### config.mk
export PLATFORM = sky130hd
export DESIGN_NAME = mh_cfg
export DESIGN_NICKNAME = d
export VERILOG_FILES = /design/src/rtl/mh_pkg.sv /design/src/rtl/mh_cfg.sv
export SDC_FILE = /design/constraint.sdc
export NUM_CORES = 1
export LEC_CHECK = 0
export BUFFER_PORTS_ARGS = -buffer_cell sky130_fd_sc_hd__clkbuf_2
export CAP_MARGIN = 20
export CORE_MARGIN = 10
export CORE_UTILIZATION = 37
export DETAILED_ROUTE_END_ITERATION = 12
export GPL_ROUTABILITY_DRIVEN = 0
export PLACE_DENSITY = 0.77
export SLEW_MARGIN = 20
export SYNTH_ARGS = -nofsm -noshare
export SYNTH_HDL_FRONTEND = slang
export SYNTH_SLANG_ARGS = --single-unit
### constraint.sdc
create_clock -name clk -period 0.9 [get_ports clk]
set_input_delay 0.045 -clock clk [delete_from_list [all_inputs] [get_ports clk]]
set_output_delay 0.045 -clock clk [all_outputs]
set_load 0.1 [all_outputs]
### src/rtl/mh_pkg.sv
// Shared types and constants for the magnetometer heading unit.
// No dependencies; imported by every module of the block.
package mh_pkg;

  // Angle accumulator: 2^-16 degree units, holds +-190 degrees with margin
  localparam int ZW = 26;
  // Full circle in 1/64 degree units
  localparam logic [14:0] ANGLE_FULL = 15'd23040;
  // Quarter turn in accumulator units
  localparam logic signed [ZW-1:0] QUARTER_TURN = 26'sd5898240;
  // Rounding offset and shift from 2^-16 to 1/64 degree
  localparam logic signed [ZW-1:0] ROUND_HALF = 26'sd512;
  localparam int ROUND_SHIFT = 10;
  localparam int TABLE_LEN = 24;

  localparam logic [14:0] REF_RESET = 15'd0;
  localparam logic [14:0] WINDOW_RESET = 15'd1920;  // 30 degrees

  // Register index, taken from paddr[2]
  localparam logic REG_REFERENCE = 1'b0;
  localparam logic REG_WINDOW = 1'b1;

  typedef struct packed {
    logic [14:0] reference_heading;
    logic [14:0] goal_window;
  } cfg_t;

  // atan(2^-i) in 2^-16 degree units
  function automatic logic signed [ZW-1:0] atan_tab(input int idx);
    logic signed [ZW-1:0] v;
    v = '0;
    unique case (idx)
      0: v = 26'sd2949120;
      1: v = 26'sd1740967;
      2: v = 26'sd919879;
      3: v = 26'sd466945;
      4: v = 26'sd234379;
      5: v = 26'sd117304;
      6: v = 26'sd58666;
      7: v = 26'sd29335;
      8: v = 26'sd14668;
      9: v = 26'sd7334;
      10: v = 26'sd3667;
      11: v = 26'sd1833;
      12: v = 26'sd917;
      13: v = 26'sd458;
      14: v = 26'sd229;
      15: v = 26'sd115;
      16: v = 26'sd57;
      17: v = 26'sd29;
      18: v = 26'sd14;
      19: v = 26'sd7;
      20: v = 26'sd4;
      21: v = 26'sd2;
      22: v = 26'sd1;
      default: v = '0;
    endcase
    return v;
  endfunction

endpackage

### src/rtl/mh_cfg.sv
// APB-style register file: reference heading and goal window.
// Depends on mh_pkg.
module mh_cfg (
  input  logic         clk,
  input  logic         rst_n,
  input  logic         psel,
  input  logic         penable,
  input  logic         pwrite,
  input  logic [2:0]   paddr,
  input  logic [31:0]  pwdata,
  output logic [31:0]  prdata,
  output logic         pready,
  output mh_pkg::cfg_t cfg
);
  import mh_pkg::*;

  logic [14:0] ref_r, ref_nxt;
  logic [14:0] win_r, win_nxt;
  logic        wr_en;

  assign wr_en = psel && penable && pwrite;
  assign pready = 1'b1;

  always_comb begin
    ref_nxt = ref_r;
    win_nxt = win_r;
    if (wr_en) begin
      unique case (paddr[2])
        REG_REFERENCE: ref_nxt = pwdata[14:0];
        REG_WINDOW:    win_nxt = pwdata[14:0];
        default: ;
      endcase
    end
  end

  always_ff @(posedge clk) begin
    if (!rst_n) begin
      ref_r <= REF_RESET;
      win_r <= WINDOW_RESET;
    end else begin
      ref_r <= ref_nxt;
      win_r <= win_nxt;
    end
  end

  always_comb begin
    prdata = '0;
    unique case (paddr[2])
      REG_REFERENCE: prdata = {17'd0, ref_r};
      REG_WINDOW:    prdata = {17'd0, win_r};
      default: ;
    endcase
  end

  assign cfg.reference_heading = ref_r;
  assign cfg.goal_window = win_r;

endmodule

# Word-level counts from Yosys, hierarchy flattened
# Index checks and enable logic that the tools add are counted.
[word_totals]
register_bits = 30
in_bits = 40
output_inout_bits = 63
[classes]
mux = 1
bitwise = 1
reduce_logical = 4
[op_table]
columns = ["cell", "n"]
rows = [
  ["$pmux 32 s2", 1],
  ["$reduce_and 2->1", 2],
  ["$logic_and 1x1->1", 2],
  ["$not 1->1", 1],
]

# Logic depth before layout (Yosys ltp)
[logic_depth]
depth_word = 3
mapped_depth = 5

# Worst setup path after synthesis
# Ideal clock, no wire load.
[synth_path]
path_kind = "reg-to-output"
startpoint = "register win_r[10]"
endpoint = "output prdata[10]"
arrival_ns = 1.604
setup_slack_ns = -0.749
path_stages_with_launch = 2
n_path_buf = 0
path_cell_list = "dfxtp_1 -> mux2_2"
[synth_between]
elab_chain_len = 1
[synth_rtl]
columns = ["element", "line_no", "text"]
rows = [
  ["start: declaration", "mh_cfg.sv:18", "logic [14:0] win_r, win_nxt;"],
  ["start signal: assignment", "mh_cfg.sv:42", "win_r <= win_nxt;"],
  ["$pmux 32 s2", "mh_cfg.sv:48", "unique case (paddr[2])"],
  ["end: declaration", "mh_cfg.sv:11", "output logic [31:0] prdata,"],
]
# Every way passes these cells. The select of a mux whose other input is x is not followed.

# Worst setup path after layout
[layout_path]
startpoint = "register ref_r[4]"
endpoint = "output prdata[4]"
[layout_between]
elab_chain_len = 1
[layout_rtl]
columns = ["element", "line_no", "text"]
rows = [
  ["start: declaration", "mh_cfg.sv:17", "logic [14:0] ref_r, ref_nxt;"],
  ["start signal: assignment", "mh_cfg.sv:41", "ref_r <= ref_nxt;"],
  ["$pmux 32 s2", "mh_cfg.sv:48", ""],
]
# Every way passes these cells. The select of a mux whose other input is x is not followed.

==> out/qor.csv <==
stage;metric;value;unit
run_status;status;finished, violations left;
run_status;violations;negative setup slack;
global_routing;grt_first_pass_wirelength;8.69;mm
setup_path;critPathCaptureType;output pin;
floorplan;die-width;84.1;um
setup_path;crit_path_top_delay_cell;dfxtp_4;
final_layout;multi_input_area;831;sq um
pwr;power_density;1220;nW/um^2
setup_path;path_cells;mux2_4 > buf_12;
yosys;synth_area;1520;sq um
routing;wl_per_cell;17.2;um
setup_path;critPathLaunchType;flip-flop;
routing;drt_pass1_iterations;4;
floorplan;num_rows;23;
pwr;power;4.02;mW
sta;tns;-4.76;ns
routing;route.vias.total;1442;
sta;rsz0062_at_grt;yes;
sta;setup_viol;45;
final_layout;area_growth;116;%
global_routing;grt_max_degree;25;
flow_run;drv_cap;0;
yosys;ys_seq_area_share;39.5;%
place;portBuffers;65;
routing;avgViaCountPerCell;4.51;
clock_tree;clkTransAtPathRegs;0.07;ns
yosys;synth_cell_types;14;
pwr;leakagePower;1.48;nW
clock_tree;numClockSinks;30;
global_routing;use_met1;13.5;%
pwr;sw_frac_of_total;36.4;%
place;place_hpwl;3.60;mm
setup_path;critPathMaxFanout;2;
setup_path;cp.arrival;1.10;ns
setup_path;worstSetupPathType;reg -> out;
floorplan;die_y;84.1;um
global_routing;grt_usage;15.2;%
setup_path;cpPeakStageDelay;0.35;ns
yosys;postSynthCellCount;157;
pwr;p_switching;1.47;mW
sta;min_period_over_period;127;%
yosys;syn-mean-instance-area;9.68;sq um
clock_tree;cts_max_level;2;
routing;wl;5.49;mm
final_layout;nNetsFinal;309;
sta;hold_violations;0;
pwr;power_frac_comb;34.3;%
pwr;internal_power;2.56;mW
floorplan;ios;103;
place;placed_cell_area;2730;sq um
global_routing;met2_usage;29.4;%
yosys;synth_warnings;0;
sta;slew_viol_final;0;
final_layout;layoutNonFillerInstCount;320;
pwr;irDropWorstVdd;1.03;mV
final_layout;num_antenna_cells;0;
clock_tree;cts-root-buf;clkbuf_8;
sta;hold_ws;0.0157;ns
clock_tree;tritoncts;built;
setup_path;cp_data_required_time;0.85;ns
routing;drtIter0Drc;27;
clock_tree;clockBufferDepth;2;
global_routing;grt_antenna_before_repair;0;
routing;antenna_left;0;
sta;fin_crit;1.15;ns
global_routing;use_met3;7.91;%
sta;max_freq;872;MHz
global_routing;grt_pass1_vias;1626;
floorplan;start_util;38.0;%
final_layout;seq_area;713;sq um
pwr;seq_power_share;32.6;%
place;dp.cells;268;
place;pre_cts_ws;-0.132;ns
pwr;clockPowerShare;33.1;%
final_layout;utilization;82.2;%
final_layout;drive_above_1_share;61.1;%
floorplan;die_area;7070;sq um
global_routing;busiest_layer;met2;
routing;drc;0;
clock_tree;numCtsBuffers;5;
yosys;synth_seq_cells;30;
floorplan;core;4000;sq um
global_routing;overflow;0;
min_path;hp-class;in -> reg;
clock_tree;clkLatencyLatePin;0.28;ns
final_layout;fill_cells;204;
sta;skew;0;ns
final_layout;final_cell_area;3290;sq um
sta;setup_slack;-0.246;ns
==> Yosys cell counts, drive strengths merged <==
library cell / count / share of area, %
nand2: 41 / 10
dfxtp: 30 / 40
mux2i: 30 / 20
buf: 24 / 13
mux2: 15 / 11
nor2b: 8 / 3.3
clkbuf: 4 / 0.99
conb: 2 / 0.49
and4: 1 / 0.58
and4b: 1 / 0.66
nand4: 1 / 0.82
==> cell families (layout without fill, tap and decap cells) <==
| group | count (synthesis) | in the layout | share of synthesized area [%] |
|---|---|---|---|
| simple gates | 52 | 52 | 15.5 |
| buf+inv | 28 | 125 | 13.7 |
| other cells | 2 | 18 | 0.494 |
| flops | 30 | 30 | 39.5 |
| mux | 45 | 45 | 30.9 |
==> path summary, 6_finish.rpt <==
path | end | startpoint | cells past startpoint | slack (ns)
setup / recovery | prdata[4] | ref_r[4] | 2 | -0.25
hold reg to reg | win_r[8] | win_r[8] | 2 | 0.57
setup reg to reg | win_r[3] | win_r[3] | 4 | 0.06
hold / removal | ref_r[9] | pwdata[9] | 3 | 0.02
==> timing repair <==
action                     in CTS  in global routing
buffers inserted               28                 27
setup endpoints to repair      15                 43
hold buffers                    5                  0
hold endpoints to repair        6                  0
resized for setup              28                 18
==> state kept, by name (all words and copies together), names as in the netlist <==
register / count
ref_r: 15
win_r: 15
==> area by class of cell <==
class                   count  share of cell area [%]
clock buffers               7                    2.32
flip-flops and latches     30                    21.7
multi-input cells         115                    25.3
well taps                  50                    1.90
repair buffers            117                    47.9
clock inverters             1                   0.913
==> power groups by stage <==
stage / logic [mW] / clock network, mW / registers, mW
2_1_floorplan: 0.759 / 0 / 1.55
3_3_place_gp: 1.25 / 0 / 1.36
3_5_place_dp: 1.26 / 0 / 1.36
4_1_cts: 1.36 / 1.36 / 1.31
5_1_grt: 1.42 / 1.44 / 1.31
6_report: 1.38 / 1.33 / 1.31
==> cell usage in the layout, fill, tap and decap left out <==
master         synthesis  layout
dlygate4sd3_1          0       5
clkbuf_8               0       5
mux2_4                 0      15
mux2i_1               30      30
clkbuf_2               0      20
buf_12                 1      50
dfxtp_4                0      30
and4b_1                1       1
buf_6                  2      29
nand2_1               41      41
and4_1                 1       1
buf_4                 18      13
nand4_2                1       1
nor2b_1                8       7
conb_1                 2      18
bufinv_16              0       1
nor2b_2                0       1
clkbuf_1               4       2
==> metal layers <==
metal | wire [um] | vias to the layer above
met5 | 0 | -
met4 | 56 | 0
met3 | 477 | 7
met2 | 3140 | 48
met1 | 1820 | 678
li1 | - | 709
==> critical path: cells and delay by family (launching register included) <==
family                 cells  cell delay, ns
buffers and inverters      1            0.17
DFF                        1            0.35
muxes                      1            0.29
(Power assumes the default switching activity.)
