### src/rtl/mh_pkg.sv
// Shared types and constants for the magnetometer heading unit.
// No dependencies; imported by every module of the block.
package mh_pkg;

  // Angle accumulator: 2^-16 degree units, holds +-190 degrees with margin
  localparam int ZW = 26;
  // Full circle in 1/64 degree units
  localparam logic [14:0] ANGLE_FULL = 15'd23040;
  // Quarter turn in accumulator units
  localparam logic signed [ZW-1:0] QUARTER_TURN = 26'sd5898240;
  // Rounding offset and shift from 2^-16 to 1/64 degree
  localparam logic signed [ZW-1:0] ROUND_HALF = 26'sd512;
  localparam int ROUND_SHIFT = 10;
  localparam int TABLE_LEN = 24;

  localparam logic [14:0] REF_RESET = 15'd0;
  localparam logic [14:0] WINDOW_RESET = 15'd1920;  // 30 degrees

  // Register index, taken from paddr[2]
  localparam logic REG_REFERENCE = 1'b0;
  localparam logic REG_WINDOW = 1'b1;

  typedef struct packed {
    logic [14:0] reference_heading;
    logic [14:0] goal_window;
  } cfg_t;

  // atan(2^-i) in 2^-16 degree units
  function automatic logic signed [ZW-1:0] atan_tab(input int idx);
    logic signed [ZW-1:0] v;
    v = '0;
    unique case (idx)
      0: v = 26'sd2949120;
      1: v = 26'sd1740967;
      2: v = 26'sd919879;
      3: v = 26'sd466945;
      4: v = 26'sd234379;
      5: v = 26'sd117304;
      6: v = 26'sd58666;
      7: v = 26'sd29335;
      8: v = 26'sd14668;
      9: v = 26'sd7334;
      10: v = 26'sd3667;
      11: v = 26'sd1833;
      12: v = 26'sd917;
      13: v = 26'sd458;
      14: v = 26'sd229;
      15: v = 26'sd115;
      16: v = 26'sd57;
      17: v = 26'sd29;
      18: v = 26'sd14;
      19: v = 26'sd7;
      20: v = 26'sd4;
      21: v = 26'sd2;
      22: v = 26'sd1;
      default: v = '0;
    endcase
    return v;
  endfunction

endpackage

### src/rtl/mh_prerot.sv
// Input stage: sign-extends and scales the sample, turns a left half-plane
// vector by a quarter turn. Depends on mh_pkg.
module mh_prerot #(
  parameter int SAMPLE_WIDTH = 16,
  parameter int DW = SAMPLE_WIDTH + 11
) (
  input  logic                          clk,
  input  logic                          rst_n,
  input  logic                          vld_i,
  output logic                          rdy_o,
  input  logic [15:0]                   mag_x,
  input  logic [15:0]                   mag_y,
  output logic                          vld_o,
  input  logic                          rdy_i,
  output logic signed [DW-1:0]          cx_o,
  output logic signed [DW-1:0]          cy_o,
  output logic signed [mh_pkg::ZW-1:0]  z_o,
  output logic                          zero_o
);
  import mh_pkg::*;

  logic                 vld_r;
  logic                 en;
  logic signed [DW-1:0] sx, sy;
  logic signed [DW-1:0] cx_nxt, cy_nxt, cx_r, cy_r;
  logic signed [ZW-1:0] z_nxt, z_r;
  logic                 zero_nxt, zero_r;

  assign en = !vld_r || rdy_i;
  assign rdy_o = en;

  // low SAMPLE_WIDTH bits, sign-extended and scaled by 256
  assign sx = $signed({{(DW-SAMPLE_WIDTH-8){mag_x[SAMPLE_WIDTH-1]}},
                       mag_x[SAMPLE_WIDTH-1:0], 8'd0});
  assign sy = $signed({{(DW-SAMPLE_WIDTH-8){mag_y[SAMPLE_WIDTH-1]}},
                       mag_y[SAMPLE_WIDTH-1:0], 8'd0});

  // vector is (y, x): cx from mag_y, cy from mag_x
  always_comb begin
    cx_nxt = sy;
    cy_nxt = sx;
    z_nxt = '0;
    zero_nxt = (mag_x[SAMPLE_WIDTH-1:0] == '0) && (mag_y[SAMPLE_WIDTH-1:0] == '0);
    if (sy[DW-1]) begin
      if (!sx[DW-1]) begin
        cx_nxt = sx;
        cy_nxt = -sy;
        z_nxt = QUARTER_TURN;
      end else begin
        cx_nxt = -sx;
        cy_nxt = sy;
        z_nxt = -QUARTER_TURN;
      end
    end
  end

  always_ff @(posedge clk) begin
    if (!rst_n) begin
      vld_r <= 1'b0;
    end else if (en) begin
      vld_r <= vld_i;
    end
  end

  always_ff @(posedge clk) begin
    if (en && vld_i) begin
      cx_r <= cx_nxt;
      cy_r <= cy_nxt;
      z_r <= z_nxt;
      zero_r <= zero_nxt;
    end
  end

  assign vld_o = vld_r;
  assign cx_o = cx_r;
  assign cy_o = cy_r;
  assign z_o = z_r;
  assign zero_o = zero_r;

endmodule

### config.mk
export PLATFORM = sky130hd
export DESIGN_NAME = mh_prerot
export DESIGN_NICKNAME = d
export VERILOG_FILES = /design/src/rtl/mh_pkg.sv /design/src/rtl/mh_prerot.sv
export SDC_FILE = /design/constraint.sdc
export NUM_CORES = 1
export LEC_CHECK = 0
export BUFFER_PORTS_ARGS = -buffer_cell sky130_fd_sc_hd__buf_2
export CORE_ASPECT_RATIO = 0.7
export CORE_MARGIN = 1.5
export CORE_UTILIZATION = 43
export CTS_CLUSTER_SIZE = 25
export DETAILED_ROUTE_END_ITERATION = 8
export MAX_ROUTING_LAYER = met4
export PLACE_DENSITY = 0.74
export SYNTH_ARGS = -nofsm -noshare
export SYNTH_HDL_FRONTEND = slang
export SYNTH_SLANG_ARGS = --single-unit
### constraint.sdc
create_clock -name clk -period 2 [get_ports clk]
set_clock_uncertainty 0.15 [all_clocks]
set_input_delay 0.2 -clock clk [delete_from_list [all_inputs] [get_ports clk]]
set_output_delay 0.2 -clock clk [all_outputs]
set_load 0.03 [all_outputs]
== After elaboration in Yosys (flattened, before gate mapping) ==
Index checks and enable logic that the tools add are counted.

* Register bits: 82
* Bits of input ports: 36
* Output and inout bits: 83
* Word-level logic and storage cells: 23

* Add/sub/neg operators: 2
* Multiplexer cells: 5
* Bitwise operators: 1
* Reduce and logical (&&, ||, !) cells: 8

{| class="wikitable"
|+ Operators with widths
! cell !! number
|-
| $mux 27 || 2
|-
| $neg 24->27 || 2
|-
| $mux 23 || 2
|-
| $logic_not 16->1 || 2
|-
| $mux 26 || 1
|-
| $logic_and 1x1->1 || 2
|-
| $reduce_and 2->1 || 1
|-
| $reduce_or 2->1 || 1
|-
| $logic_not 1->1 || 1
|-
| $logic_or 1x1->1 || 1
|-
| $not 1->1 || 1
|}

== Longest topological paths before layout ==
* Depth in word-level cells: 3
* Depth in mapped cells: 6
* Gate-level depth less buffers: 6

== Worst setup path before layout ==
No wires, ideal clock.

* Path type: register to register
* From: register vld_r, in the netlist vld_o
* To: register cx_r[10], in the netlist cx_o[10], enable pin
* Setup time: 0.403 ns
* Arrival time: 1.800 ns
* Data required time: 1.447 ns
* Setup slack: -0.354 ns
* Cell stages (with the launch flop): 3
* Path buffers: 0
* Period minus slack after synthesis: 2.354 ns
* Cell sequence: dfxtp_1 > nand2b_1 > and2_1

* Longest elaborated chain between the ends: 3

{| class="wikitable"
|+ Ends and longest elaborated chain
! item !! line !! text
|-
| start, declared || mh_prerot.sv:22 || <nowiki>logic vld_r;</nowiki>
|-
| start signal, assigned || mh_prerot.sv:61 || <nowiki>vld_r <= vld_i;</nowiki>
|-
| $logic_not 1->1 || mh_prerot.sv:29 || <nowiki>assign en = !vld_r || rdy_i;</nowiki>
|-
| $logic_or 1x1->1 || mh_prerot.sv:29 ||
|-
| named net rdy_o || mh_prerot.sv:10 || <nowiki>output logic rdy_o,</nowiki>
|-
| $logic_and 1x1->1 || mh_prerot.sv:66 || <nowiki>if (en && vld_i) begin</nowiki>
|-
| end signal, assigned || mh_prerot.sv:67 || <nowiki>cx_r <= cx_nxt;</nowiki>
|-
| end, declared || mh_prerot.sv:25 || <nowiki>logic signed [DW-1:0] cx_nxt, cy_nxt, cx_r, cy_r;</nowiki>
|}

The timed path passes the listed nets, and every way through them passes these cells.
A chain may end at the register's enable or synchronous reset.

== Worst setup path in the final report ==
* From: input mag_x[0]
* To: register cx_r[18], in the netlist cx_o[18] (data pin)

* Longest elaborated chain between the ends: 3

{| class="wikitable"
|+ Ends and longest elaborated chain
! item !! line !! text
|-
| start, declared || mh_prerot.sv:11 || <nowiki>input logic [15:0] mag_x,</nowiki>
|-
| $neg 24->27 || mh_prerot.sv:50 || <nowiki>cx_nxt = -sx;</nowiki>
|-
| $mux 23 || mh_prerot.sv:45 || <nowiki>if (!sx[DW-1]) begin</nowiki>
|-
| $mux 23 || mh_prerot.sv:44 || <nowiki>if (sy[DW-1]) begin</nowiki>
|-
| named net cx_nxt[18] || mh_prerot.sv:25 ||
|}

The timed path passes the listed nets, and every way through them passes these cells.

==> impl_metrics.xml <==
<?xml version="1.0" encoding="UTF-8"?>
<metrics>
  <group name="power_and_ir_drop">
    <metric name="pwr-share-comb" unit="">0.257</metric>
    <metric name="power.internal" unit="mW">1.615</metric>
    <metric name="p_leak" unit="nW">1.422</metric>
    <metric name="power.sequential.fraction" unit="">0.460</metric>
    <metric name="cellPowerDensity" unit="nW/µm²">726.3</metric>
    <metric name="max-vdd-ir-drop" unit="mV">0.4055</metric>
    <metric name="power_switching_share" unit="">0.3151</metric>
    <metric name="p_sw" unit="mW">0.7427</metric>
    <metric name="clock_network_power_share" unit="">0.284</metric>
  </group>
  <group name="timing">
    <metric name="post-route-min-period" unit="ns">1.796</metric>
    <metric name="min_period_over_period" unit="">0.8978</metric>
    <metric name="hold-worst-slack" unit="ns">0.08249</metric>
    <metric name="final-hold-violation-count" unit="">0</metric>
    <metric name="maxClockFrequency" unit="GHz">0.5569</metric>
    <metric name="final-max-slew-violation-count" unit="">0</metric>
    <metric name="rsz0062_at_grt" unit="">false</metric>
    <metric name="relSlewSlack" unit="">0.5695</metric>
    <metric name="setup-violations-final" unit="">0</metric>
    <metric name="setup_tns_final" unit="ns">0</metric>
    <metric name="timing_worst_slew_pin_value" unit="ns">0.6457</metric>
  </group>
  <group name="grt">
    <metric name="antenna_found_initial" unit="">0</metric>
    <metric name="grt_overflow" unit="">0</metric>
    <metric name="grt_pass1_wl" unit="µm">8949</metric>
    <metric name="pin_count_of_the_biggest_net_entering_global_routing" unit="">37</metric>
    <metric name="grt_usage" unit="">0.1787</metric>
    <metric name="number_of_global_route_vias_before_repair" unit="">1820</metric>
  </group>
  <group name="critical_path">
    <metric name="slowest_cell_on_the_critical_path" unit="">sky130_fd_sc_hd__or4b_1</metric>
    <metric name="arrival" unit="ns">1.69</metric>
    <metric name="worst_r2r_startpoint" unit="">vld_o</metric>
    <metric name="critPathMaxStageDelay" unit="ns">0.59</metric>
    <metric name="cp_top_family" unit="">simple AND/OR/NAND/NOR gates</metric>
    <metric name="criticalPathCategory" unit="">in2reg</metric>
    <metric name="kind_of_end_point_of_the_critical_path" unit="">flop</metric>
    <metric name="crit_buf_inv" unit="">2</metric>
    <metric name="worstPathCellList" unit="">buf_2 -&gt; inv_1 -&gt; ha_1 -&gt; or4b_1 -&gt; o31ai_1 -&gt; xor2_1 -&gt; a21oi_1</metric>
    <metric name="cp-startpoint" unit="">mag_x[0]</metric>
    <metric name="maximum_fanout_encountered_on_the_critical_timing_path" unit="">4</metric>
    <metric name="timing.critical_path.from_type" unit="">input port</metric>
    <metric name="timing.critical_path.required" unit="ns">1.89</metric>
  </group>
  <group name="clock_network">
    <metric name="ctsResizeCount" unit="">0</metric>
    <metric name="cts_hold_repair.buffers" unit="">2</metric>
    <metric name="h-tree-depth" unit="">2</metric>
    <metric name="postCtsSetupBuffers" unit="">0</metric>
    <metric name="max-clock-path-buffers" unit="">2</metric>
    <metric name="tritoncts.num_buffers" unit="">5</metric>
    <metric name="cts.root.buffer_cell" unit="">sky130_fd_sc_hd__clkbuf_8</metric>
    <metric name="insertion_delay" unit="ns">0.30</metric>
    <metric name="path_clk_slew" unit="ns">0.08</metric>
    <metric name="tritoncts_clock_tree" unit="">done</metric>
    <metric name="cts_sinks" unit="">43</metric>
  </group>
  <group name="routing">
    <metric name="drt_pass1_iterations" unit="">4</metric>
    <metric name="number_of_nets_with_antenna_violations_after_detailed_routing" unit="">0</metric>
    <metric name="totalWireLength" unit="µm">5722</metric>
    <metric name="vias" unit="">2052</metric>
    <metric name="initialDrtViolationCount" unit="">213</metric>
    <metric name="drt_wl_cell" unit="µm">13.28</metric>
    <metric name="drc" unit="">0</metric>
    <metric name="routed_via_density" unit="">4.761</metric>
  </group>
  <group name="cells_and_area">
    <metric name="areaGrowthSynthToFinish" unit="%">22.82</metric>
    <metric name="antenna_cells" unit="">0</metric>
    <metric name="fraction_of_layout_cells_with_a_size_suffix_above_1" unit="">0.3483</metric>
    <metric name="nets" unit="">393</metric>
  </group>
  <group name="logic_synthesis">
    <metric name="synth.distinct_cells" unit="">40</metric>
    <metric name="ys.flop_type" unit="">sky130_fd_sc_hd__edfxtp_1</metric>
    <metric name="synth_compound_area_frac" unit="">0.1330</metric>
    <metric name="synth_largest_area_cell" unit="">sky130_fd_sc_hd__edfxtp_1</metric>
    <metric name="synth_warnings" unit="">0</metric>
    <metric name="synthesis.area" unit="µm²">2643</metric>
    <metric name="synth-simple-area-share" unit="">0.1330</metric>
    <metric name="synth_edf_count" unit="">42</metric>
    <metric name="synth.area.top_cells" unit="">sky130_fd_sc_hd__edfxtp_1 48%, sky130_fd_sc_hd__buf_4 11%, sky130_fd_sc_hd__a21oi_1 5.5%</metric>
    <metric name="synth_xor_area_frac" unit="">0.07955</metric>
    <metric name="yosys.area_share.adder" unit="">0.009470</metric>
    <metric name="synth.yosys.seq_area_share" unit="">0.4848</metric>
    <metric name="synth_top_area_share" unit="">0.4773</metric>
    <metric name="asyncSetResetFlopFracSynth" unit="">0</metric>
    <metric name="yosys_register_bits" unit="">43</metric>
    <metric name="synthCells" unit="">258</metric>
    <metric name="average_instance_area_after_synthesis" unit="µm²">10.24</metric>
    <metric name="yosys-mux-area-fraction" unit="">0.007576</metric>
    <metric name="combinational_family_with_the_most_area_after_synthesis" unit="">buffers and inverters</metric>
  </group>
  <group name="floorplanning">
    <metric name="floorplan.core_area" unit="µm²">5813</metric>
    <metric name="top_level_ports" unit="">119</metric>
    <metric name="die_area" unit="µm²">6632</metric>
    <metric name="starting_utilization_of_the_core_area" unit="">0.4546</metric>
    <metric name="num_rows" unit="">23</metric>
    <metric name="floorplan.die.height" unit="µm">68.59</metric>
    <metric name="floorplan.die.width" unit="µm">96.70</metric>
  </group>
  <group name="run_status">
    <metric name="outcome" unit="">complete, no violations</metric>
  </group>
  <group name="worst_hold_path">
    <metric name="holdCritStartpoint" unit="">mag_y[15]</metric>
    <metric name="worst_hold_path_type" unit="">in2reg</metric>
  </group>
  <group name="placement">
    <metric name="numPortBuffers" unit="">85</metric>
    <metric name="place.detailed.hpwl" unit="µm">4378</metric>
    <metric name="place_congestion" unit="">0.8551</metric>
  </group>
  <group name="run">
    <metric name="max_cap_violations" unit="">0</metric>
  </group>
</metrics>
## worst reg2reg max path: stages, from the launching register on
cell,delay [ns]
sky130_fd_sc_hd__dfxtp_1,0.32
sky130_fd_sc_hd__nand2b_1,0.09
sky130_fd_sc_hd__and2_2,0.28
sky130_fd_sc_hd__buf_12,0.25
## synth_stat cells (all sizes together), types with 5 or more instances
| master | count |
|---|---|
| nor2 | 32 |
| xor2 | 12 |
| a31oi | 7 |
| inv | 10 |
| clkbuf | 11 |
| nand2 | 5 |
| nor3 | 6 |
| o31ai | 5 |
| a21oi | 29 |
| o41ai | 5 |
| xnor2 | 12 |
| buf | 44 |
| edfxtp | 42 |
| or4 | 5 |
| o21ai | 5 |
## kinds of logic after synthesis
family / after synthesis
AO/OA/AOI/OAI: 54
multiplexers: 2
AND/OR/NAND/NOR: 67
adder cells (fa/ha/maj): 2
flip-flops: 43
other: 1
XOR/XNOR: 24
buffers and inverters: 65
## power groups by stage
stage	Sequential, mW	Clock [mW]	Combinational (mW)
final	1.08	0.668	0.605
after global routing	1.09	0.723	0.651
after CTS	1.09	0.679	0.605
after detailed placement	1.11	0	0.600
after global placement	1.10	0	0.593
after floorplan	1.24	0	0.333
## flip-flops by register name, summed over array words and instances, names as in the netlist
register and cells:
cx_o 19, vld_o 1, z_o 3, zero_o 1, cy_o 19
## cell type report
cell class	count	area, µm²
Fill cell	552	2567
Sequential cell	43	1281
Multi-Input combinational cell	185	1095
Timing Repair Buffer	110	630.6
Tap cell	75	93.84
Clock buffer	5	68.82
Clock inverter	3	38.79
Inverter	10	37.54
## routing by layer
| metal | part of all wire | up-vias | global-route usage |
|---|---|---|---|
| li1 | - | 1029 | - |
| met1 | 0.47 | 933 | 0.2412 |
| met2 | 0.44 | 86 | 0.2666 |
| met3 | 0.086 | 4 | 0.05242 |
| met4 | 0.0044 | 0 | 0.04529 |
| met5 | 0 | - | - |
## worst paths after layout
check	end	slack, ns	cells past startpoint
min reg2reg	cx_o[9]	0.71	2
max	cx_o[18]	0.20	7
max reg2reg	cx_o[16]	0.59	3
min	z_o[17]	0.08	1
## placed cells by master, fill, tap and decap left out, types with 2 or more instances in the layout
| cell | count |
|---|---|
| sky130_fd_sc_hd__inv_1 | 10 |
| sky130_fd_sc_hd__o21ai_0 | 5 |
| sky130_fd_sc_hd__dlygate4sd3_1 | 2 |
| sky130_fd_sc_hd__or4_1 | 5 |
| sky130_fd_sc_hd__nor3_2 | 2 |
| sky130_fd_sc_hd__buf_4 | 22 |
| sky130_fd_sc_hd__o41ai_2 | 4 |
| sky130_fd_sc_hd__xor2_1 | 12 |
| sky130_fd_sc_hd__nor3_1 | 4 |
| sky130_fd_sc_hd__o31ai_1 | 5 |
| sky130_fd_sc_hd__ha_1 | 2 |
| sky130_fd_sc_hd__nor4b_1 | 2 |
| sky130_fd_sc_hd__nand2_1 | 5 |
| sky130_fd_sc_hd__buf_2 | 85 |
| sky130_fd_sc_hd__clkbuf_8 | 5 |
| sky130_fd_sc_hd__nor4_1 | 2 |
| sky130_fd_sc_hd__xnor2_1 | 12 |
| sky130_fd_sc_hd__a31oi_1 | 7 |
| sky130_fd_sc_hd__edfxtp_1 | 42 |
| sky130_fd_sc_hd__a21oi_1 | 29 |
| sky130_fd_sc_hd__conb_1 | 36 |
| sky130_fd_sc_hd__nor2b_1 | 2 |
| sky130_fd_sc_hd__or3_1 | 2 |
| sky130_fd_sc_hd__mux2i_1 | 2 |
| sky130_fd_sc_hd__nand2b_1 | 2 |
| sky130_fd_sc_hd__nor2_1 | 32 |
## metrics by stage
stage	total power, mW	cells	cell area, µm²	util	worst slack [ns]
after global routing	2.465	431	3246	0.5583	0.08642
after detailed placement	1.706	421	3118	0.5364	-0.1088
after floorplan	1.570	293	2775	-	0.08154
after CTS	2.369	431	3246	0.5583	0.2117
final	2.357	431	3246	0.5583	0.2045
after global placement	1.697	421	3118	0.5364	-0.02562
No activity file was read; power rests on OpenSTA's default activity.
