### src/rtl/mh_pkg.sv
// Shared types and constants for the magnetometer heading unit.
// No dependencies; imported by every module of the block.
package mh_pkg;

  // Angle accumulator: 2^-16 degree units, holds +-190 degrees with margin
  localparam int ZW = 26;
  // Full circle in 1/64 degree units
  localparam logic [14:0] ANGLE_FULL = 15'd23040;
  // Quarter turn in accumulator units
  localparam logic signed [ZW-1:0] QUARTER_TURN = 26'sd5898240;
  // Rounding offset and shift from 2^-16 to 1/64 degree
  localparam logic signed [ZW-1:0] ROUND_HALF = 26'sd512;
  localparam int ROUND_SHIFT = 10;
  localparam int TABLE_LEN = 24;

  localparam logic [14:0] REF_RESET = 15'd0;
  localparam logic [14:0] WINDOW_RESET = 15'd1920;  // 30 degrees

  // Register index, taken from paddr[2]
  localparam logic REG_REFERENCE = 1'b0;
  localparam logic REG_WINDOW = 1'b1;

  typedef struct packed {
    logic [14:0] reference_heading;
    logic [14:0] goal_window;
  } cfg_t;

  // atan(2^-i) in 2^-16 degree units
  function automatic logic signed [ZW-1:0] atan_tab(input int idx);
    logic signed [ZW-1:0] v;
    v = '0;
    unique case (idx)
      0: v = 26'sd2949120;
      1: v = 26'sd1740967;
      2: v = 26'sd919879;
      3: v = 26'sd466945;
      4: v = 26'sd234379;
      5: v = 26'sd117304;
      6: v = 26'sd58666;
      7: v = 26'sd29335;
      8: v = 26'sd14668;
      9: v = 26'sd7334;
      10: v = 26'sd3667;
      11: v = 26'sd1833;
      12: v = 26'sd917;
      13: v = 26'sd458;
      14: v = 26'sd229;
      15: v = 26'sd115;
      16: v = 26'sd57;
      17: v = 26'sd29;
      18: v = 26'sd14;
      19: v = 26'sd7;
      20: v = 26'sd4;
      21: v = 26'sd2;
      22: v = 26'sd1;
      default: v = '0;
    endcase
    return v;
  endfunction

endpackage

### src/rtl/mh_cordic_stage.sv
// One vectoring micro-rotation with its pipeline register.
// Depends on mh_pkg for the arctangent table.
module mh_cordic_stage #(
  parameter int DW = 27,
  parameter int SHIFT = 0
) (
  input  logic                          clk,
  input  logic                          rst_n,
  input  logic                          vld_i,
  output logic                          rdy_o,
  input  logic signed [DW-1:0]          cx_i,
  input  logic signed [DW-1:0]          cy_i,
  input  logic signed [mh_pkg::ZW-1:0]  z_i,
  input  logic                          zero_i,
  output logic                          vld_o,
  input  logic                          rdy_i,
  output logic signed [DW-1:0]          cx_o,
  output logic signed [DW-1:0]          cy_o,
  output logic signed [mh_pkg::ZW-1:0]  z_o,
  output logic                          zero_o
);
  import mh_pkg::*;

  localparam logic signed [ZW-1:0] ATAN = atan_tab(SHIFT);

  logic                 vld_r;
  logic                 en;
  logic signed [DW-1:0] dx, dy;
  logic signed [DW-1:0] cx_nxt, cy_nxt, cx_r, cy_r;
  logic signed [ZW-1:0] z_nxt, z_r;
  logic                 zero_r;

  assign en = !vld_r || rdy_i;
  assign rdy_o = en;

  assign dx = cy_i >>> SHIFT;
  assign dy = cx_i >>> SHIFT;

  always_comb begin
    if (!cy_i[DW-1]) begin
      cx_nxt = cx_i + dx;
      cy_nxt = cy_i - dy;
      z_nxt = z_i + ATAN;
    end else begin
      cx_nxt = cx_i - dx;
      cy_nxt = cy_i + dy;
      z_nxt = z_i - ATAN;
    end
  end

  always_ff @(posedge clk) begin
    if (!rst_n) begin
      vld_r <= 1'b0;
    end else if (en) begin
      vld_r <= vld_i;
    end
  end

  always_ff @(posedge clk) begin
    if (en && vld_i) begin
      cx_r <= cx_nxt;
      cy_r <= cy_nxt;
      z_r <= z_nxt;
      zero_r <= zero_i;
    end
  end

  assign vld_o = vld_r;
  assign cx_o = cx_r;
  assign cy_o = cy_r;
  assign z_o = z_r;
  assign zero_o = zero_r;

endmodule

### config.mk
export PLATFORM = sky130hd
export DESIGN_NAME = mh_cordic_stage
export DESIGN_NICKNAME = d
export VERILOG_FILES = /design/src/rtl/mh_pkg.sv /design/src/rtl/mh_cordic_stage.sv
export SDC_FILE = /design/constraint.sdc
export NUM_CORES = 1
export LEC_CHECK = 0
export ABC_AREA = 0
export BUFFER_PORTS_ARGS = -buffer_cell sky130_fd_sc_hd__buf_2
export CORE_MARGIN = 4
export CORE_UTILIZATION = 50
export DETAILED_ROUTE_END_ITERATION = 8
export GPL_TIMING_DRIVEN = 0
export HOLD_SLACK_MARGIN = 0.06
export PLACE_DENSITY = 0.77
export SLEW_MARGIN = 5
export SYNTH_ARGS = -nofsm -noshare
export SYNTH_HDL_FRONTEND = slang
export SYNTH_SLANG_ARGS = --single-unit
### constraint.sdc
create_clock -name clk -period 5.95 [get_ports clk]
set_input_delay 0.595 -clock clk [delete_from_list [all_inputs] [get_ports clk]]
set_output_delay 0.595 -clock clk [all_outputs]
set_load 0.05 [all_outputs]
Word level (Yosys, flattened, before mapping) --
Cells that the tools add are included.
Word-level totals: input bits 85, bits in registers 82, logic and storage cells 16, output and inout bits 83
Cells by class: reduce and logical (&&, ||, !) cells 3, add/subtract/negate cells 5, mux-type cells 3
Operator list (number):
- $mux 27 | 2
- $sub 27x27->27 | 2
- $add 27x27->27 | 1
- $add 26x23->26 const B | 1
- $mux 26 | 1
- $sub 26x23->26 const B | 1
- $logic_and 1x1->1 | 1
- $logic_not 1->1 | 1
- $logic_or 1x1->1 | 1

Logic depth before layout (Yosys ltp) --
Gate-level depths: netlist of run 1.
depth in word-level cells 3, mapped depth 12, gate-level depth less buffers 12

Least setup slack after synthesis of run 1 --
No wires, ideal clock.
kind input port to flip-flop, start point input rdy_i, end point register cx_r[10] (netlist: cx_o[10]), enable pin, data arrival time 2.997 ns, buffers on the path 0, setup time 0.447 ns, stages 2, required time 5.503 ns, path slack 2.506 ns, path through nand2b_1 -> and2_1
Between the ends: cells in the longest elaborated chain, start to end 2
Ends and longest elaborated chain:
- from (decl) | line mh_cordic_stage.sv:16 | input logic rdy_i,
- $logic_or 1x1->1 | line mh_cordic_stage.sv:33 | assign en = !vld_r || rdy_i;
- $logic_and 1x1->1 | line mh_cordic_stage.sv:60 | if (en && vld_i) begin
- to (signal assigned) | line mh_cordic_stage.sv:61 | cx_r <= cx_nxt;
- to (decl) | line mh_cordic_stage.sv:29 | logic signed [DW-1:0] cx_nxt, cy_nxt, cx_r, cy_r;
Every way passes these cells. A chain may end at the register's enable or synchronous reset.

Worst setup path after layout of run 1 --
start point input cx_i[1], end point register cx_r[21] (netlist: cx_o[21]) (data pin)
Between the ends: cells in the longest elaborated chain, start to end 2, elaborated cells between the ends (all ways) 3, those cells by class add/sub: 2; mux: 1
Ends and longest elaborated chain:
- from (decl) | line mh_cordic_stage.sv:11 | input logic signed [DW-1:0] cx_i,
- $add 27x27->27 or $sub 27x27->27 (tied branches) | line mh_cordic_stage.sv:41, mh_cordic_stage.sv:45
- $mux 27 * | line mh_cordic_stage.sv:40 | if (!cy_i[DW-1]) begin
- net cx_nxt[21] | line mh_cordic_stage.sv:29
Mark *: on every way through the listed nets, which the timed path passes. The rest lies on a longest branch.

==> impl_metrics.toml, run 1 <==
[outcome]
status = "completed"

[cells_and_area]
nNetsFinal = 1141
fillers = 1241
diodes = 0
register_area_sq_um = 2422
layout-drive-gt1-share_pct = 23.27
design_area_sq_um = 8534
multiInputGateArea_sq_um = 4237
area_growth_pct = 19.06

[floorplan]
dieWidth_microns = 127.7
die_height_microns = 127.7
core-area_sq_um = 13930
rows = 43
start_util_pct = 51.44
ios = 168
die_area_sq_um = 16320

[pwr]
p_per_area_nw_per_um2 = 252.0
power_switching_mw = 0.8616
total_power_mw = 2.150
internal_power_mw = 1.289
pwr-share-clk_pct = 23.6
swShare_pct = 40.07
ir_drop_mv = 0.1446
leakage_nw = 3.807
p_seq_share_pct = 34.4
power_frac_comb_pct = 42.0

[timing]
fin_crit_sh_pct = 60.11
slew_violations = 0
setup_ws_ps = 2374
finalClockSkew_ps = 4.593
post-route-min-period_ps = 3576
max_slew.worst_pin.slew_ps = 808.8
max_slew_margin_pct = 45.51
rsz0062_at_grt = "no"
max_freq_mhz = 279.6
hold_viol = 0
setup_violations = 0
final.setup.tns_ps = 0

[synth]
syn_area_per_cell_sq_um = 9.108
ys_types = 70
yosysWarnings = 0
synth-async-reset-ratio_pct = 0
synthesis.area_sq_um = 7168
syn_inst = 787
ys.flop_type = "edfxtp_1"
synth_edf_count = 80
synthesis.nets = 962
ys_seq_elements = 81
ys_seq_area_share_pct = 33.79

[detailed_routing]
drt_first_pass_iters = 6
finalWirelength_mm = 20.76
drtAntennaViolNets = 0
drt-initial-drc-count = 707
drt-wirelength-per-cell_microns = 18.03
avgViaCountPerCell = 5.772
via_count = 6644
drc = 0

[setup_path]
critPathLaunch = "cx_i[1]"
critPathKind = "in -> reg"
critPathCaptureType = "register"
worstPathMaxFanout = 5
rr_worst_depth = 3
r2r_start = "vld_o$_SDFFE_PN0N_"
crit_required_ps = 6010
cp-start-kind = "input port"
cp.arrival_ps = 3630

[placed_design]
dp_hpwl_mm = 16.86
place_area_sq_um = 8259
gp_congestion = 0.9899
numPortBuffers = 167
place_ws_ps = 2194

[cts]
clock_path_buffers = 2
htree_levels = 3
cts_made_buffers = 9
cts_tree = "built"
clk_latency_ps = 330
root_buffer = "clkbuf_16"
path_clk_slew_ps = 60
cts_num_sinks = 81
cts_setup_buffers = 0
ctsHoldBuffers = 0
cts_resized = 0

[global_route]
grt_pass1_wl_mm = 32.37
grt_pass1_vias = 6139
grt_max_degree = 71
globalRouteTotalUtil_pct = 25.00
grt-ovfl-total = 0
antenna_found_initial = 0

[worst_hold_path]
hp-class = "in -> reg"
min_path_cells = 1
hold_path_startpoint = "z_i[5]"

[run]
drv_cap = 0
-- power by group through the flow --
stage          registers (mW)  clock network, mW  logic, mW
6_report                0.740              0.508      0.902
5_1_grt                 0.746              0.546      0.963
4_1_cts                 0.741              0.520      0.892
3_5_place_dp            0.753                  0      0.889
3_3_place_gp            0.753                  0      0.880
2_1_floorplan           0.985                  0      0.419
-- cells in the mapped netlist (16+ instances only) --
cell type | instances | area share (%)
a21oi_1 | 98 | 6.8
inv_1 | 88 | 4.6
ha_1 | 86 | 15
edfxtp_1 | 80 | 34
nor2_1 | 67 | 3.5
xnor2_1 | 52 | 6.4
nand2_1 | 38 | 2.0
o21ai_0 | 35 | 2.4
o21bai_1 | 21 | 2.2
clkbuf_1 | 20 | 1.0
a21o_1 | 16 | 1.7
-- logic make-up (layout without fill, tap and decap cells) --
logic type	Yosys count	after routing	share of synthesized area, %
compound gates	252	252	23.65
simple gates	172	172	11.21
buf+inv	127	311	7.139
fa+ha+maj	90	90	16.13
flops	81	81	33.79
xor+xnor	58	58	7.087
mux	7	7	0.9950
-- state kept, by name (all words and copies together), names as in the netlist --
signal and cells:
cx_o 26, cy_o 27, z_o 26, vld_o 1
zero_o 1
-- final timing paths --
path,end,slack (ps)
setup / recovery,cx_o[21]$_DFFE_PP_,2370
hold / removal,z_o[5]$_DFFE_PP_,440
setup reg to reg,cx_o[20]$_DFFE_PP_,4570
hold reg to reg,vld_o$_SDFFE_PN0N_,570
-- cells in the final DEF (no fill, tap or decap), types with 14 or more instances in the layout --
cell type,n
a21o_1,16
a21oi_1,98
buf_2,174
clkbuf_1,22
edfxtp_1,80
ha_1,86
inv_1,88
nand2_1,38
nand3_1,14
nor2_1,67
nor3_1,14
o21ai_0,35
o21bai_1,21
xnor2_1,52
-- routing by layer --
| layer | track usage (%) | up-vias | wire length (microns) |
|---|---|---|---|
| met1 | 35.22 | 3073 | 8949 |
| met3 | 3.833 | 29 | 1986 |
| met4 | 6.679 | 0 | 381 |
| met5 | 0 | - | 0 |
| li1 | - | 3159 | - |
| met2 | 40.33 | 383 | 9439 |
-- area by class of cell --
cell class                 instances  area share [%]
timing repair buffer             168           10.12
sequential                        81           28.38
multi-input combinational        579           49.64
clock buffer                      12           2.888
buffer                            35           1.950
clock inverter                     4          0.3372
inverter                          92           4.046
tap                              180           2.639
-- metrics by stage --
| step | utilization (%) | instances | hold slack [ps] |
|---|---|---|---|
| after detailed placement | 59.27 | 1135 | 562.7 |
| after floorplan | - | 787 | 693.9 |
| after CTS | 61.25 | 1151 | 424.3 |
| final | 61.25 | 1151 | 438.1 |
| after global placement | 59.06 | 1134 | 510.2 |
| after global routing | 61.25 | 1151 | 420.8 |
-- worst max-delay path: stages --
cell and delay (ps):
buf_2 160, inv_1 100, ha_1 330, nor2b_1 130, o21a_1 140, o21ai_1 80, a31oi_1 530, a21oi_1 180
o21ai_0 680, a21boi_0 340, o22ai_1 270, xnor2_1 90
No activity file was read; power rests on OpenSTA's default activity.
==> run 2, diff against run 1 <==
--- a/config.mk
+++ b/config.mk
@@ -5,14 +5,14 @@
 export SDC_FILE = /design/constraint.sdc
 export NUM_CORES = 1
 export LEC_CHECK = 0
-export ABC_AREA = 0
+export ABC_AREA = 1
 export BUFFER_PORTS_ARGS = -buffer_cell sky130_fd_sc_hd__buf_2
 export CORE_MARGIN = 4
 export CORE_UTILIZATION = 50
 export DETAILED_ROUTE_END_ITERATION = 8
 export GPL_TIMING_DRIVEN = 0
 export HOLD_SLACK_MARGIN = 0.06
-export PLACE_DENSITY = 0.77
+export PLACE_DENSITY = 0.75
 export SLEW_MARGIN = 5
 export SYNTH_ARGS = -nofsm -noshare
 export SYNTH_HDL_FRONTEND = slang
==> constraint.sdc (replaced) <==
create_clock -name clk -period 3.3 [get_ports clk]
set_input_delay 0.33 -clock clk [delete_from_list [all_inputs] [get_ports clk]]
set_output_delay 0.33 -clock clk [all_outputs]
set_load 0.05 [all_outputs]
==> impl_metrics.toml, run 2 <==
[cts]
clock_path_buffers = 2
clk_latency_ps = 350
root_buffer = "clkbuf_16"
ctsHoldBuffers = 0
path_clk_slew_ps = 60
cts_num_sinks = 81
htree_levels = 3
cts_setup_buffers = 0
cts_resized = 0
cts_made_buffers = 9
cts_tree = "built"

[synth]
synth-async-reset-ratio_pct = 0
synthesis.area_sq_um = 8567
ys_seq_area_share_pct = 28.28
yosysMostFrequentCell = "nand2_1"
synth_edf_count = 80
synth_area_leaders = "edfxtp_1 28%, nand2_1 18%, ha_1 13%"
synth_top_area_share_pct = 28.04
yosysTopAreaCell = "edfxtp_1"
syn_inst = 1296
syn_area_per_cell_sq_um = 6.610
synthTopCellsByCount = "404 x nand2_1, 220 x inv_1, 111 x nand3_1, 93 x a21oi_1, 89 x nor2_1"
ys_seq_elements = 81
synthesis.nets = 1471
yosysWarnings = 0
ys.flop_type = "edfxtp_1"
ys_types = 35

[cells_and_area]
fillers = 1636
register_area_sq_um = 2422
nNetsFinal = 1652
layout_common_cells = "404 x nand2_1, 220 x inv_1, 185 x buf_2"
fin_util_pct = 60.42
multiInputGateArea_sq_um = 5144
layout-drive-gt1-share_pct = 14.71
largest_reg_flops = 27
diodes = 0
final_common_cell = "nand2_1"
area_growth_pct = 17.79

[outcome]
status = "completed"

[setup_path]
critPathKind = "in -> reg"
critPathMostFrequentCell = "nand2_1"
crit_chain = "buf_2, buf_2, clkinv_1, buf_2, ha_1, a21oi_1, nand2_1, a21oi_1, nor2_1, o21ai_0, nand2_1, nand2_1, nand2_1"
r2r_end = "cy_o[24]$_DFFE_PP_"
rr_worst_depth = 3
cp_slowest_cell = "ha_1"
critPathLaunch = "cy_i[26]"
crit_end = "z_o[24]$_DFFE_PP_"
cp-start-kind = "input port"
rrSetupSlack_ps = 1680
critPathMaxStageDelay_ps = 410
r2r_start = "vld_o$_SDFFE_PN0N_"
cp.arrival_ps = 2830
critPathCaptureType = "register"
worstPathMaxFanout = 13
crit_required_ps = 3400

[timing]
hold_viol = 0
post-route-min-period_ps = 2726
rsz0062_at_grt = "no"
fin_crit_sh_pct = 82.61
setup_ws_ps = 574.0
max_slew.worst_pin.slew_ps = 799.9
setup_violations = 0
max_slew_margin_pct = 46.67
slew_violations = 0
max_freq_mhz = 366.8
finalClockSkew_ps = 12.68

[global_route]
antenna_found_initial = 0
grt-ovfl-total = 0
grt_max_degree = 28
grt_pass1_wl_mm = 42.95
globalRouteTotalUtil_pct = 27.97
grt_pass1_vias = 8316

[placed_design]
gp_congestion = 0.9774
numPortBuffers = 167
dp_hpwl_mm = 23.35
place_ws_ps = 285.8

[detailed_routing]
drt-initial-drc-count = 816
drt-wirelength-per-cell_microns = 16.39
drt_first_pass_iters = 6
finalWirelength_mm = 27.90
avgViaCountPerCell = 5.401
drc = 0
drtAntennaViolNets = 0
via_count = 9193

[floorplan]
ios = 168
dieWidth_microns = 138.9
die_height_microns = 138.9
rows = 47
start_util_pct = 51.30
die_area_sq_um = 19290
core-area_sq_um = 16700

[pwr]
p_seq_share_pct = 31.3
total_power_mw = 4.168
power_switching_mw = 1.735
ir_drop_mv = 0.3279
p_per_area_nw_per_um2 = 413.1
leakage_nw = 5.443
internal_power_mw = 2.433
pwr-share-clk_pct = 26.5
swShare_pct = 41.63
power_frac_comb_pct = 42.2

[run]
drv_cap = 0

[worst_hold_path]
hp-class = "in -> reg"
[run 2: changes by cell type after synthesis, moves of 22 or more]
| cell | previous run | this run |
|---|---|---|
| nand3_1 | 14 | 111 |
| o21ai_0 | 35 | 63 |
| nor2_1 | 67 | 89 |
| xnor2_1 | 52 | 3 |
| inv_1 | 88 | 220 |
| nand2_1 | 38 | 404 |
[run 2: cell type report]
type / count / share of cell area (%)
clock buffer: 10 / 2.269
timing repair buffer: 170 / 9.027
clock inverter: 6 / 0.9671
buffer: 34 / 1.810
sequential: 81 / 24.00
tap: 220 / 2.728
inverter: 221 / 8.221
multi-input combinational: 960 / 50.97
[run 2: worst min-delay path by stage]
stage,to,slack [ps],cells after the start,start
after floorplan,z_o[0]$_DFFE_PP_,430,0,z_i[0]
after global placement,z_o[0]$_DFFE_PP_,510,1,z_i[0]
after detailed placement,z_o[6]$_DFFE_PP_,510,1,z_i[6]
after CTS,z_o[6]$_DFFE_PP_,140,1,z_i[6]
after global routing,z_o[4]$_DFFE_PP_,140,1,z_i[4]
final,z_o[6]$_DFFE_PP_,160,1,z_i[6]
[run 2: layer usage]
| layer | routed length [microns] | GRT usage, % |
|---|---|---|
| met1 | 12230 | 38.93 |
| met2 | 12200 | 44.08 |
| met3 | 2719 | 5.724 |
| met4 | 758 | 8.445 |
| met5 | 0 | 0 |
[run 2: cell families (layout without fill, tap and decap cells)]
family	after synthesis	in the layout	share of synthesized area, %
flops	81	81	28.28
buf+inv	255	441	11.82
simple gates	652	652	31.59
compound gates	190	190	11.96
fa+ha+maj	90	90	13.49
xor+xnor	28	28	2.863
[run 2: power by group through the flow]
stage | sequential, mW | clock [mW] | combinational [mW]
3_5_place_dp | 1.33 | 0 | 1.72
6_report | 1.30 | 1.10 | 1.76
5_1_grt | 1.31 | 1.17 | 1.91
4_1_cts | 1.30 | 1.12 | 1.73
3_3_place_gp | 1.33 | 0 | 1.69
2_1_floorplan | 1.70 | 0 | 0.859
[run 2: stage by stage]
step                      std cells  setup TNS [ps]  hold slack [ps]  cell area, sq um
after floorplan                1296               0            428.9              8571
after global placement         1683          -62200            506.3              9682
after detailed placement       1686               0            508.7              9764
after CTS                      1702               0            142.8             10090
after global routing           1702               0            144.8             10090
final                          1702               0            155.8             10090
[run 2: worst max-delay path, delay by kind of cell]
kind	cells	cell delay, ps
AND/OR/NAND/NOR	5	340
AO/OA/AOI/OAI	3	600
adder cells (fa/ha/maj)	1	410
buffers and inverters	4	1130
